### src/rtl/tcc_pkg.sv
`default_nettype none

package tcc_pkg;

   // Field and datapath widths
   localparam int COORD_W = 24;
   localparam int DIFF_W = COORD_W + 1;
   localparam int PROD_W = 2 * DIFF_W;
   localparam int EF_W = PROD_W + 1;
   localparam int G_W = EF_W + 1;
   localparam int SPLIT = 26;
   localparam int NUM_W = DIFF_W + EF_W + 1;
   localparam int CEN_W = 32;
   localparam int R2_W = 63;
   localparam int RAD_W = 32;
   localparam int THR_W = 16;

   // Threshold after reset
   localparam logic [THR_W-1:0] THR_RESET = 16'd1;

   // Pipeline depths of the divider and the square root
   localparam int DIV_LAT = 36;
   localparam int SQRT_LAT = RAD_W + 1;

   localparam int DEF_QUEUE_DEPTH = 4;

   typedef struct packed {
      logic signed [COORD_W-1:0] vertex0_x;
      logic signed [COORD_W-1:0] vertex0_y;
      logic signed [COORD_W-1:0] vertex1_x;
      logic signed [COORD_W-1:0] vertex1_y;
      logic signed [COORD_W-1:0] vertex2_x;
      logic signed [COORD_W-1:0] vertex2_y;
   } req_type;

   typedef struct packed {
      logic signed [CEN_W-1:0] center_x;
      logic signed [CEN_W-1:0] center_y;
      logic [R2_W-1:0]         radius_squared;
      logic [RAD_W-1:0]        radius;
      logic                    collinear;
      logic                    saturated;
   } rsp_type;

   // One classified triangle handed from the front to the back
   typedef struct packed {
      logic signed [G_W-1:0]     g;
      logic signed [EF_W-1:0]    e;
      logic signed [EF_W-1:0]    f;
      logic signed [DIFF_W-1:0]  a;
      logic signed [DIFF_W-1:0]  b;
      logic signed [DIFF_W-1:0]  c;
      logic signed [DIFF_W-1:0]  d;
      logic signed [COORD_W-1:0] x0;
      logic signed [COORD_W-1:0] y0;
      logic signed [COORD_W-1:0] mid_x;
      logic signed [COORD_W-1:0] mid_y;
      logic signed [COORD_W-1:0] min_x;
      logic signed [COORD_W-1:0] min_y;
      logic                      collinear;
   } job_type;

   typedef struct packed {
      logic full;
      logic empty;
   } queue_status_type;

endpackage

`default_nettype wire

### src/rtl/tcc_queue.sv
`default_nettype none

module tcc_queue import tcc_pkg::*; #(
   parameter int DEPTH = DEF_QUEUE_DEPTH
) (
   input  wire logic       clock,
   input  wire logic       reset,
   input  wire logic       push,
   input  wire job_type    push_data,
   input  wire logic       pop,
   output job_type         pop_data,
   output queue_status_type status
);

   localparam int PTR_W = (DEPTH > 1) ? $clog2(DEPTH) : 1;
   localparam int CNT_W = $clog2(DEPTH + 1);

   job_type           mem_ff [DEPTH];
   logic [PTR_W-1:0]  wr_ptr_ff, rd_ptr_ff;
   logic [CNT_W-1:0]  count_ff;

   assign status.full = (count_ff == CNT_W'(DEPTH));
   assign status.empty = (count_ff == '0);
   assign pop_data = mem_ff[rd_ptr_ff];

   // Advance pointers and the fill count
   always_ff @(posedge clock) begin
      if (reset) begin
         wr_ptr_ff <= '0;
         rd_ptr_ff <= '0;
         count_ff <= '0;
      end else begin
         if (push) begin
            wr_ptr_ff <= (wr_ptr_ff == PTR_W'(DEPTH - 1)) ? '0 : wr_ptr_ff + PTR_W'(1);
         end
         if (pop) begin
            rd_ptr_ff <= (rd_ptr_ff == PTR_W'(DEPTH - 1)) ? '0 : rd_ptr_ff + PTR_W'(1);
         end
         if (push && !pop) begin
            count_ff <= count_ff + CNT_W'(1);
         end else if (pop && !push) begin
            count_ff <= count_ff - CNT_W'(1);
         end
      end
   end

   always_ff @(posedge clock) begin
      if (push) begin
         mem_ff[wr_ptr_ff] <= push_data;
      end
   end

endmodule

`default_nettype wire

### config.mk
export PLATFORM = sky130hd
export DESIGN_NAME = tcc_queue
export DESIGN_NICKNAME = d
export VERILOG_FILES = /design/src/rtl/tcc_pkg.sv /design/src/rtl/tcc_queue.sv
export SDC_FILE = /design/constraint.sdc
export NUM_CORES = 1
export LEC_CHECK = 0
export BUFFER_PORTS_ARGS = -buffer_cell sky130_fd_sc_hd__buf_2
export CAP_MARGIN = 20
export CORE_ASPECT_RATIO = 1.75
export CORE_MARGIN = 4
export CORE_UTILIZATION = 61
export CTS_CLUSTER_DIAMETER = 50
export CTS_CLUSTER_SIZE = 16
export DETAILED_ROUTE_END_ITERATION = 10
export PLACE_DENSITY_LB_ADDON = 0.1
export SLEW_MARGIN = 20
export SYNTH_ARGS = -nofsm -noshare
export SYNTH_HDL_FRONTEND = slang
export SYNTH_SLANG_ARGS = --single-unit
### constraint.sdc
create_clock -name clock -period 16.9 [get_ports clock]
set_input_delay 0.845 -clock clock [delete_from_list [all_inputs] [get_ports clock]]
set_output_delay 0.845 -clock clock [all_outputs]
set_load 0.02 [all_outputs]
* Yosys cells after proc, flatten, opt, wreduce, memory -nomap -nowiden
Memory sizes are Yosys's and may differ from the RTL's. A register that Yosys moved wholly into a read port is not among the register bits. Cells that the tools add are included.
Word-level totals: register bits 7, memory bits (writable) 1596, input port bits 403, output and inout port bits 401, memories 1
Cells by class: $add $sub $neg 4, eq/ne operators 3, mux-type cells 8, reductions and logical operators 6
Memory list:
- mem_ff | words 4, width 399, read ports 1, clocked after memory_dff 1, wr ports 1, RTL line tcc_queue.sv:18 | job_type mem_ff [DEPTH];
Operator list (count):
- 2-bit 2-to-1 mux | 4
- 3-bit 2-to-1 mux | 2
- 2-bit by 1-bit adder with 2-bit output, second input constant | 2
- 2-bit == test, second input constant | 2
- 3-bit by 1-bit adder with 3-bit output, second input constant | 1
- 3-bit == test, second input constant | 1
- 3-bit zero test | 1
- 3-bit by 1-bit subtractor with 3-bit output, second input constant | 1
- 1-bit logical AND | 2
- 1-bit zero test | 2
- 1-bit 2-to-1 mux | 2
- 2-bit nonzero test | 1

* Longest topological paths before layout
word-level depth 4, gate-level depth with buffers 7

* Least setup slack after synthesis
OpenSTA, ideal clock, no wires.
path type input-to-reg, start point input push, end point memory mem_ff[0][0] (netlist bit) (enable), setup time 812 ps, arrival time 9818 ps, slack 6270 ps, cell stages on the path 1, buffers on the path 0, cells stage by stage and2_1
Between the ends: longest elaborated chain between the ends 2
Ends and longest elaborated chain:
- start: declaration | RTL line tcc_queue.sv:8 | input wire logic push,
- 1-bit 2-to-1 mux | RTL line tcc_queue.sv:48 | if (push) begin
- 1-bit 2-to-1 mux (not written as such) | RTL line tcc_queue.sv:49 | mem_ff[wr_ptr_ff] <= push_data;
- end: declaration | RTL line tcc_queue.sv:18
No other way between the ends.

==> results.sh <==
export IMPL_run_status="finished, final reports clean"
export IMPL_cts_tree="built"
export IMPL_ys_warn_count=0
export IMPL_root_buffer="clkbuf_16"
export IMPL_p_per_area_mw_per_mm2=119
export IMPL_via_per_inst=6.10
export IMPL_cts_sinks=1605
export IMPL_drc=0
export IMPL_leakage_uw=0.0220
export IMPL_cap_violations=0
export IMPL_num_rows=149
export IMPL_cts_hold_fix_buffers=0
export IMPL_ys_ff_latch=1605
export IMPL_clk_pin_slew_ns=0.07
export IMPL_grt_setup_unrepaired="false"
export IMPL_track_usage_pct=26.0
export IMPL_tightest_slew_ns=1.16
export IMPL_grt_pass1_vias=27617
export IMPL_synth_avg_cell_area_um2=27.2
export IMPL_clk_latency_ns=0.70
export IMPL_ys_types=20
export IMPL_cts_made_buffers=114
export IMPL_postSynthCellCount=2128
export IMPL_coreArea_mm2=0.0943
export IMPL_io_pins=804
export IMPL_ys_seq_area_share_pct=83.0
export IMPL_dpl_cell_count=4079
export IMPL_worstPathArrival_ns=4.38
export IMPL_ff2ff_setup_slack_ns=12.30
export IMPL_gp_congestion=0.842
export IMPL_drive_above_1_share_pct=45.4
export IMPL_min_period_ns=5.23
export IMPL_die_x_um=241
export IMPL_fin_cells=4288
export IMPL_postCtsSetupBuffers=0
export IMPL_routedWlPerCell_um=30.2
export IMPL_cts_buffer_depth=3
export IMPL_routed_wl_um=130000
export IMPL_skew_ns=0.0162
export IMPL_layout_common_cells="edfxtp_1 (1596), buf_2 (803), mux4_2 (399)"
export IMPL_grt_ovfl_total=0
export IMPL_cp_required_ns=16.06
export IMPL_grt_max_degree=148
export IMPL_final_common_cell="edfxtp_1"
export IMPL_setup_viol=0
export IMPL_syn_cell_area_mm2=0.0579
export IMPL_clock_fmax_ghz=0.191
export IMPL_grt_antenna_before_repair=109
export IMPL_start_util_pct=61.4
export IMPL_end_kind="output port"
export IMPL_crit_path_max_fanout=53
export IMPL_syn_nets=2538
export IMPL_place_ws_ns=11.14
export IMPL_dpl_hpwl_um=85500
export IMPL_min_period_over_period_pct=30.9
export IMPL_critical_path_class="reg2out"
export IMPL_hold_path_class="in2reg"
export IMPL_num_vias=26149
export IMPL_grt_first_pass_wirelength_um=188000
export IMPL_detail_route_antenna_nets=0
export IMPL_cts_resized=0
export IMPL_hold_viol=0
export IMPL_start_kind="flip-flop"
export IMPL_syn2layout_area_growth_pct=14.9
export IMPL_die_y_um=416
export IMPL_worst_slack_ns=11.67
export IMPL_relSlewSlack_pct=22.9
export IMPL_setup_tns_ns=0
export IMPL_nets=3399
export IMPL_htreeDepth=3
export IMPL_fin_util_pct=70.6
export IMPL_slew_viol_final=0
export IMPL_drt_iter0_markers=1777
export IMPL_dr_pass1_iters=5
export IMPL_whs_ns=0.342
export IMPL_die_area_mm2=0.100
export IMPL_portBuffers=803
export IMPL_peakVddDrop_mv=0.109
-- layout make-up --
class	count	area (µm²)
diodes	61	153
clock buffers	128	3000
clock inverters	18	159
fillers	5614	27700
inverters	4	15.0
multi-input cells	430	9240
flip-flops and latches	1605	48100
well taps	1208	1510
repair buffers	834	4390
-- path summary, 6_finish.rpt --
check / startpoint / end / depth (start not counted)
hold / removal: push_data[102] / mem_ff[0][102]$_DFFE_PP_ / 1
hold reg to reg: count_ff[2]$_SDFFE_PP0P_ / count_ff[2]$_SDFFE_PP0P_ / 2
setup / recovery: flip-flop / pop_data[95] / 6
setup reg to reg: wr_ptr_ff[1]$_SDFFE_PP0P_ / mem_ff[1][300]$_DFFE_PP_ / 6
-- per-layer routing --
metal / GRT usage, % / routed length [µm]
met1: 32.0 / 43700
met3: 12.2 / 16600
met4: 9.29 / 4480
met2: 41.2 / 64300
met5: 0 / 560
-- flip-flops by register name, indices dropped and copies added, names as in the netlist, named ones only --
name / count
count_ff: 3
wr_ptr_ff: 2
mem_ff: 1596
rd_ptr_ff: 2
-- cell families after synthesis --
logic type                 Yosys count  share of synthesized area [%]
xor gates and xnor gates             2                         0.0302
DFF                               1605                           83.0
and+or+nand+nor                     15                          0.134
AOI/OAI and AO/OA                    3                         0.0259
buffers and inverters               93                           1.04
adders and majority gates            7                          0.164
muxes                              403                           15.6
-- critical path, stage by stage (launching register included) --
cell and delay [ns]:
dfxtp_4 0.58, buf_16 0.30, buf_12 0.29, buf_4 0.80
buf_6 0.64, mux4_2 0.64, buf_2 0.18
-- Yosys cell counts (all sizes together) --
cell type / number / area, µm²
mux4: 399 / 8990
inv: 4 / 15.0
or3: 1 / 6.26
nor3: 1 / 5.00
mux2i: 4 / 40.0
clkbuf: 13 / 48.8
buf: 76 / 538
edfxtp: 1596 / 47900
and2: 4 / 25.0
ha: 6 / 75.1
nor2: 7 / 26.3
fa: 1 / 20.0
nor3b: 2 / 15.0
o21ai: 1 / 5.00
a21oi: 2 / 10.0
xor2: 2 / 17.5
dfxtp: 9 / 180
-- per-stage QoR --
step / cell area [µm²] / power (µW)
final: 66600 / 7940
after detailed placement: 63200 / 5560
after global routing: 66500 / 8230
after global placement: 63200 / 5530
after CTS: 66400 / 8010
after floorplan: 57900 / 5260
-- report_power, final --
part	total [µW]	switching (µW)	internal (µW)
sequential	4610	43.8	4570
clock	2480	1230	1250
combinational	850	537	313
Note: power is estimated with default switching activity, not from simulation.
